**src/design/bbm_pkg.sv**
```systemverilog
// ----------------------------------------------------------------------------
// bbm_pkg
// shared types, constants and the reciprocal table for the 3x3 mean filter
// ----------------------------------------------------------------------------
package bbm_pkg;

    localparam int CH_W          = 8;
    localparam int CFG_DATA_W    = 12;
    localparam int CFG_IDX_W     = 2;
    localparam int ROW_W         = CFG_DATA_W + 1;
    localparam int SUM_W         = 12;
    localparam int CNT_W         = 4;
    localparam int RECIP_W       = 16;
    localparam int RECIP_SHIFT   = 15;
    localparam int DEF_MAX_WIDTH = 2048;

    localparam logic [CFG_DATA_W-1:0] IMAGE_WIDTH_RST = CFG_DATA_W'(640);
    localparam logic [CFG_DATA_W-1:0] FRAME_ROWS_RST  = CFG_DATA_W'(240);

    localparam logic [CFG_IDX_W-1:0] REG_IMAGE_WIDTH = CFG_IDX_W'(0);
    localparam logic [CFG_IDX_W-1:0] REG_FRAME_ROWS  = CFG_IDX_W'(1);

    typedef struct packed {
        logic [CH_W-1:0] red;
        logic [CH_W-1:0] green;
        logic [CH_W-1:0] blue;
    } t_pixel;

    typedef struct packed {
        logic [SUM_W-1:0] sum_blue;
        logic [SUM_W-1:0] sum_green;
        logic [SUM_W-1:0] sum_red;
        logic [CNT_W-1:0] cnt;
        logic             frame_end;
    } t_mean_req;

    typedef enum logic [1:0] {
        ST_IDLE,
        ST_READ,
        ST_DIV
    } t_state;

    // ceil(2^15 / d); exact floor division for sums up to 9*255
    function automatic logic [RECIP_W-1:0] recip(input logic [CNT_W-1:0] d);
        logic [RECIP_W-1:0] m;
        case (d)
            4'd2:    m = 16'd16384;
            4'd3:    m = 16'd10923;
            4'd4:    m = 16'd8192;
            4'd5:    m = 16'd6554;
            4'd6:    m = 16'd5462;
            4'd7:    m = 16'd4682;
            4'd8:    m = 16'd4096;
            4'd9:    m = 16'd3641;
            default: m = 16'd32768;
        endcase
        return m;
    endfunction

endpackage

```
**src/design/bbm_mean_out.sv**
```systemverilog
// ----------------------------------------------------------------------------
// bbm_mean_out
// divide by neighbor count through a reciprocal multiply, hold the result beat
// ----------------------------------------------------------------------------
module bbm_mean_out
    import bbm_pkg::*;
(
    input  logic            i_clk,
    input  logic            i_rst_n,
    input  logic            i_load,
    input  t_mean_req       i_req,
    output logic            o_busy,
    output logic            o_out_valid,
    input  logic            i_out_stall,
    output logic [CH_W-1:0] o_out_blue,
    output logic [CH_W-1:0] o_out_green,
    output logic [CH_W-1:0] o_out_red,
    output logic            o_frame_end
);

    localparam int PROD_W = SUM_W + RECIP_W;

    logic [RECIP_W-1:0] m;
    logic [PROD_W-1:0]  prod_b;
    logic [PROD_W-1:0]  prod_g;
    logic [PROD_W-1:0]  prod_r;

    logic            r_valid;
    logic [CH_W-1:0] r_blue;
    logic [CH_W-1:0] r_green;
    logic [CH_W-1:0] r_red;
    logic            r_end;

    always_comb begin
        m      = recip(i_req.cnt);
        prod_b = PROD_W'(i_req.sum_blue) * PROD_W'(m);
        prod_g = PROD_W'(i_req.sum_green) * PROD_W'(m);
        prod_r = PROD_W'(i_req.sum_red) * PROD_W'(m);
    end

    always_ff @(posedge i_clk) begin
        if (!i_rst_n) begin
            r_valid <= 1'b0;
        end else if (i_load) begin
            r_valid <= 1'b1;
        end else if (!i_out_stall) begin
            r_valid <= 1'b0;
        end
    end

    always_ff @(posedge i_clk) begin
        if (i_load) begin
            r_blue  <= prod_b[RECIP_SHIFT +: CH_W];
            r_green <= prod_g[RECIP_SHIFT +: CH_W];
            r_red   <= prod_r[RECIP_SHIFT +: CH_W];
            r_end   <= i_req.frame_end;
        end
    end

    assign o_busy      = r_valid && i_out_stall;
    assign o_out_valid = r_valid;
    assign o_out_blue  = r_blue;
    assign o_out_green = r_green;
    assign o_out_red   = r_red;
    assign o_frame_end = r_end;

endmodule

```
**config.mk**
```make
export PLATFORM = sky130hd
export DESIGN_NAME = bbm_mean_out
export DESIGN_NICKNAME = d
export VERILOG_FILES = /design/src/design/bbm_pkg.sv /design/src/design/bbm_mean_out.sv
export SDC_FILE = /design/constraint.sdc
export NUM_CORES = 1
export LEC_CHECK = 0
export BUFFER_PORTS_ARGS = -buffer_cell sky130_fd_sc_hd__buf_2
export CORE_UTILIZATION = 60
export DETAILED_ROUTE_END_ITERATION = 6
export GPL_TIMING_DRIVEN = 0
export PLACE_DENSITY = 0.74
export REMOVE_ABC_BUFFERS = 1
export SYNTH_ARGS = -nofsm -noshare
export SYNTH_HDL_FRONTEND = slang
export SYNTH_SLANG_ARGS = --single-unit
```
**constraint.sdc**
```tcl
create_clock -name i_clk -period 9.9 [get_ports i_clk]
set_input_delay 1.98 -clock i_clk [delete_from_list [all_inputs] [get_ports i_clk]]
set_output_delay 1.98 -clock i_clk [all_outputs]
set_load 0.005 [all_outputs]
```
==> results.md, run 1 <==
- Vias in the first global route: 13120
- H-tree depth: 1
- Period utilization: 94.94%
- Worst setup SP type: primary input
- LEAKAGE: 8.991 nW
- Post-route worst setup slack: 0.5008 ns
- DRC viols: 6
- Buffers added on ports: 71
- Post-DRT Antenna Nets: 0
- Post-route minimum period: 9.399 ns
- Status: finished with violations
- Commonest non-fill, non-tap cell in the layout: inv_1
- Worst-path clk slew: 0.09 ns
- CTS tree: done
- Fraction of registers with async set or reset after synthesis: 0%
- Worst Path Arrival: 9.45 ns
- Grt ovf: 0
- # rows: 59
- Num CTS Buffers: 3
- Fin util: 64.81%
- PwrDens: 102.9 nW/um^2
- IO Pins: 72
- Synth Instances: 1868
- Clock Latency Late Sink: 0.29 ns
- Drt first pass iters: 7
- Clk sink count: 26
- Final setup fails: 0
- First-pass GRT wire length: 63760 um
- GRT Total Usage: 29.14%
- DPL Wire Length: 29080 um
- Relative slew slack: 5.195%
- Largest net degree at the start of global routing: 38
- Worst VDD drop: 0.1229 mV
- Clock Path Buffers: 2
- DIE HEIGHT: 166.2 um
- Via Count: 11970
- Failing checks: design-rule violations
- Critical-path maximum fanout: 37
- Wire per inst: 16.84 um
- CP required: 9.95 ns
- Syn Area/Cell: 8.659 sq um
- Crit end category: flip-flop
- Die area: 27620 sq um
- Critical path class: in -> reg
- Hold_ws: 0.5852 ns
- Fin. max-slew vios: 0
- Post-CTS resize count: 0
- CTS hold repair buffers: 0
- Vias per inst: 5.434
- Min-Delay Path Class: reg -> reg
- Unrepaired setup endpoints after global routing: false
- Max Freq: 0.1064 GHz
- Starting Density: 61.55%
- Area Overhead vs Synth: 5.299%
- Ys flop type: edfxtp_1
- Slew @ Worst Pin: 1.422 ns
- Starting DRT DRC Count: 710
- Post-CTS setup buffers: 0
- Core outline area: 26280 sq um
- Final wirelength: 37090 um
- Clock Skews: 0 ns
- Post-synthesis sequential area ratio: 4.765%
- Clock Root Buffer: clkbuf_16
- Initial antenna violation count: 2
- Yosys reg bits: 26
- Synth unique cells: 52
- Maxcap violations: 0
- Final hold violation count: 0
- Placer Congestion: 0.8771
- Share of post-route cells with drive strength above 1: 5.848%
- Fin nets: 2431
- Ys Warns: 0
- Most frequent cells in the layout: 512 x inv_1, 393 x fa_1, 384 x nand2_1
- Chip Width: 166.2 um
- Synthesized area: 16170 sq um
- Number of synthesized flops with an enable pin: 25
- Pre-CTS setup slack: -0.1771 ns
==> worst max-delay path, stage by stage <==
cell	delay, ns
buf_2	0.19
inv_1	0.14
ha_1	0.23
nand2_1	0.13
or2_2	0.35
nand2_2	0.66
nor2_1	0.17
a21oi_4	0.55
buf_16	0.24
and2_1	0.17
fa_1	0.39
ha_1	0.21
fa_1	0.48
inv_1	0.05
fa_1	0.53
inv_1	0.05
fa_1	0.45
ha_1	0.32
o21ai_0	0.17
nor2_1	0.09
o41ai_1	0.78
a311oi_2	0.37
a21o_1	0.27
o41a_1	0.32
xnor2_1	0.13
==> stage by stage <==
stage | power (W) | setup TNS [ns] | std cells | area, sq um
6_report | 0.001753 | 0 | 2202 | 17030
2_1_floorplan | 0.001214 | 0 | 1778 | 15830
4_1_cts | 0.001764 | 0 | 2198 | 16990
3_5_place_dp | 0.001606 | -0.4028 | 2194 | 16890
5_1_grt | 0.001982 | 0 | 2201 | 17030
3_3_place_gp | 0.001537 | -34.93 | 2184 | 16600
==> kinds of logic after synthesis <==
kind of cell	count (synthesis)	synth area share [%]
xor gates and xnor gates	48	2.599
adders and majority gates	521	58.54
AOI/OAI and AO/OA	75	3.342
and+or+nand+nor	596	16.71
buffers and inverters	602	14.04
DFF	26	4.765
==> sequential cells by signal (all words and copies together), names as in the netlist <==
signal and count:
o_frame_end 1, o_out_blue 8, o_out_green 8, o_out_red 8
o_out_valid 1
==> layer usage <==
| metal | GRT usage (%) | up-vias | routed length [um] |
|---|---|---|---|
| met3 | 3.599 | 66 | 2408 |
| met4 | 10.24 | 0 | 882 |
| li1 | - | 5344 | - |
| met5 | 0 | - | 0 |
| met2 | 51.18 | 449 | 19110 |
| met1 | 37.27 | 6106 | 14690 |
==> power by group <==
part	switching (W)	internal [W]	total, W
registers	0.0000133	0.000207	0.000220
clock network	0.0000633	0.0000815	0.000145
logic	0.000807	0.000581	0.00139
total	0.000883	0.000870	0.00175
==> path summary, 6_finish.rpt <==
kind / end / from / depth (start not counted) / slack, ns
max: o_out_green[7]$_DFFE_PP_ / i_req[2] / 25 / 0.50
min: o_out_valid$_SDFFE_PN0P_ / o_out_valid$_SDFFE_PN0P_ / 2 / 0.59
max reg2reg: o_out_valid$_SDFFE_PN0P_ / o_out_valid$_SDFFE_PN0P_ / 2 / 9.19
min reg2reg: o_out_valid$_SDFFE_PN0P_ / o_out_valid$_SDFFE_PN0P_ / 2 / 0.59
==> cell usage after synthesis (5+ instances only) <==
cell / number / area share [%]
and2_1: 116 / 4.5
a21oi_1: 23 / 0.71
ha_1: 128 / 9.9
nand2b_1: 6 / 0.23
xor2_1: 8 / 0.43
nor3_1: 6 / 0.19
nor2_1: 20 / 0.46
nand3_1: 13 / 0.40
clkbuf_1: 86 / 2.0
xnor2_1: 40 / 2.2
inv_1: 512 / 12
a21o_1: 11 / 0.51
and3_1: 31 / 1.2
a211oi_1: 5 / 0.23
edfxtp_1: 25 / 4.6
nand2_1: 386 / 9.0
fa_1: 393 / 49
o21ai_0: 8 / 0.25
==> area by class of cell <==
cell class                 count  area (sq um)
multi-input combinational   1240         13230
antenna                        3         7.507
clock buffer                   3         75.07
sequential                    26         770.7
tap                          335         419.2
fill                        2245          9249
clock inverter                 1         30.03
inverter                     512          1922
timing repair buffer          82         574.3
Note: power is estimated with default switching activity, not from simulation.
==> run 2: changes to the inputs <==
- ABC_AREA: default -> 1
==> run 2 against run 1 <==
  * The run now ends clean
  * First-iteration DRC count grew 59%
  * Flip-flop and latch count is the same
  * Register-to-register slack gained 0.05 ns
  * Critical path depth grew 3
  * Combinational power grew 51%
  * Synthesized cell count grew 20%
  * Sequential power grew 4%
  * Sequential share of layout area shrank 0.21 points
  * Largest power group unchanged
  * Highest routed layer unchanged
==> results.md, run 2 <==
- Status: complete, no violations
- Vias in the first global route: 15090
- Ranking of synthesized cells by area: fa_1 46%, inv_1 14%, nand2_1 12%
- DRC viols: 0
- Wire per inst: 17.03 um
- GRT Total Usage: 33.00%
- Area Overhead vs Synth: 4.229%
- Min-Delay Path Class: reg -> reg
- Layout fillers: 2531
- Worst VDD drop: 0.1591 mV
- Vias per inst: 5.425
- # rows: 61
- Num CTS Buffers: 3
- Fin. max-slew vios: 0
- Placer Congestion: 0.9772
- Slew @ Worst Pin: 1.463 ns
- Clk sink count: 26
- PwrDens: 138.0 nW/um^2
- DIE HEIGHT: 171.0 um
- Share of post-route cells with drive strength above 1: 4.521%
- Post-DRT Antenna Nets: 0
- Critical-path maximum fanout: 25
- Post-CTS setup buffers: 0
- Clock Skews: 0 ns
- Chip Width: 171.0 um
- Relative slew slack: 2.205%
- Placed Cells incl. Taps: 2630
- Synth Instances: 2244
- Clock Latency Late Sink: 0.28 ns
- LEAKAGE: 9.839 nW
- Unrepaired setup endpoints after global routing: true
- Placed Instance Area: 17730 sq um
- Final hold violation count: 0
- Fin nets: 2823
- Critical path class: in -> reg
- Yosys reg bits: 26
- Syn Area/Cell: 7.634 sq um
- Post-route minimum period: 9.592 ns
- Final wirelength: 44900 um
- Largest net degree at the start of global routing: 30
- Buffers added on ports: 71
- Total Neg Setup Slack: 0 ns
- Die area: 29230 sq um
- Most frequent cells after synthesis: 633 x inv_1, 566 x nand2_1, 393 x fa_1
- Worst setup SP type: primary input
- Synthesized area: 17130 sq um
- Worst path slowest cell: a21oi_4
- CTS tree: done
- Largest stage delay, worst path: 0.71 ns
- Most frequent cells in the layout: 633 x inv_1, 565 x nand2_1, 393 x fa_1
- Max Freq: 0.1043 GHz
- Core outline area: 27930 sq um
- Yosys top cell by area: fa_1
- Clock Path Buffers: 2
- Ys flop type: edfxtp_1
- Starting Density: 61.33%
- Ys Warns: 0
- Post-route worst setup slack: 0.3084 ns
- CP required: 9.95 ns
- Design area: 17860 sq um
- Cell family with the largest share of critical-path delay: adder cells
- Drt first pass iters: 6
- H-tree depth: 1
- Worst-path clk slew: 0.09 ns
- Commonest non-fill, non-tap cell in the layout: inv_1
- Fraction of registers with async set or reset after synthesis: 0%
- IO Pins: 72
- Maxcap violations: 0
- Final setup fails: 0
- Buffers & Inverters on Critical Path: 9
- Crit end category: flip-flop
- Starting DRT DRC Count: 1131
- Fin cells: 2637
- Grt ovf: 0
- First-pass GRT wire length: 73950 um
- Worst Path Arrival: 9.64 ns
- Synth unique cells: 39
- Power, Total: 0.002464 W
- Period utilization: 96.89%
- DPL Wire Length: 35860 um
- Number of synthesized flops with an enable pin: 25
- Initial antenna violation count: 3
- Clock Root Buffer: clkbuf_16
- Via Count: 14310
- Share of the synthesized area in the top cell type: 45.92%
- Pre-CTS setup slack: -0.2206 ns
- Most used standard cell by instance count after synthesis: inv_1
- Post-synthesis sequential area ratio: 4.499%
run 2: through the flow:
stage          hold WS [ns]  util (%)
6_report             0.5572     63.92
5_1_grt              0.6147     63.92
4_1_cts              0.5707     63.84
3_5_place_dp         0.5480     63.46
3_3_place_gp         0.5199     63.35
2_1_floorplan        0.5648         -
run 2: worst reg2reg max path, delay by kind of cell (launching register included):
kind / cells / cell delay (ns)
simple gates: 1 / 0.05
flops: 1 / 0.31
compound gates: 1 / 0.15
buf+inv: 1 / 0.04
run 2: logic make-up after synthesis:
kind of cell	synth area share [%]
buf+inv	15.72
fa+ha+maj	55.27
flops	4.499
xor+xnor	1.023
compound gates	3.425
simple gates	20.06
run 2: cell type report:
cell class                      count  area, sq um  area share, %
Timing Repair Buffer               72        382.9          2.144
Clock buffer                        3        75.07         0.4204
Antenna cell                        3        7.507        0.04204
Clock inverter                      1        30.03         0.1682
Tap cell                          378        473.0          2.649
Multi-Input combinational cell   1507        13690          76.66
Inverter                          647         2429          13.60
Sequential cell                    26        770.7          4.316
run 2: where the power goes:
group / switching, W / internal, W
clock network: 0.0000524 / 0.0000811
logic: 0.00134 / 0.000767
registers: 0.0000113 / 0.000217
run 2: metal layers:
layer / global-route usage (%) / share of wire [%] / vias up
met5: 0 / 0 / -
met4: 11.06 / 3.3 / 0
met3: 5.505 / 8.9 / 98
met2: 55.39 / 48 / 659
met1: 43.47 / 40 / 7106
li1: - / - / 6442
run 2: path summary, 6_finish.rpt:
kind | startpoint | endpoint | slack (ns) | cells past startpoint
setup / recovery | i_req[2] | o_out_green[7]$_DFFE_PP_ | 0.31 | 28
hold / removal | o_out_valid$_SDFFE_PN0P_ | o_out_valid$_SDFFE_PN0P_ | 0.56 | 3
setup reg to reg | o_out_valid$_SDFFE_PN0P_ | o_out_valid$_SDFFE_PN0P_ | 9.24 | 3
hold reg to reg | o_out_valid$_SDFFE_PN0P_ | o_out_valid$_SDFFE_PN0P_ | 0.56 | 3
run 2: timing repair:
action / 4_1_cts / 5_1_grt
setup endpoints to repair: 0 / 9
gates resized for setup: 0 / 3
hold buffers: 0 / 0
endpoints found under the hold margin: 0 / 0
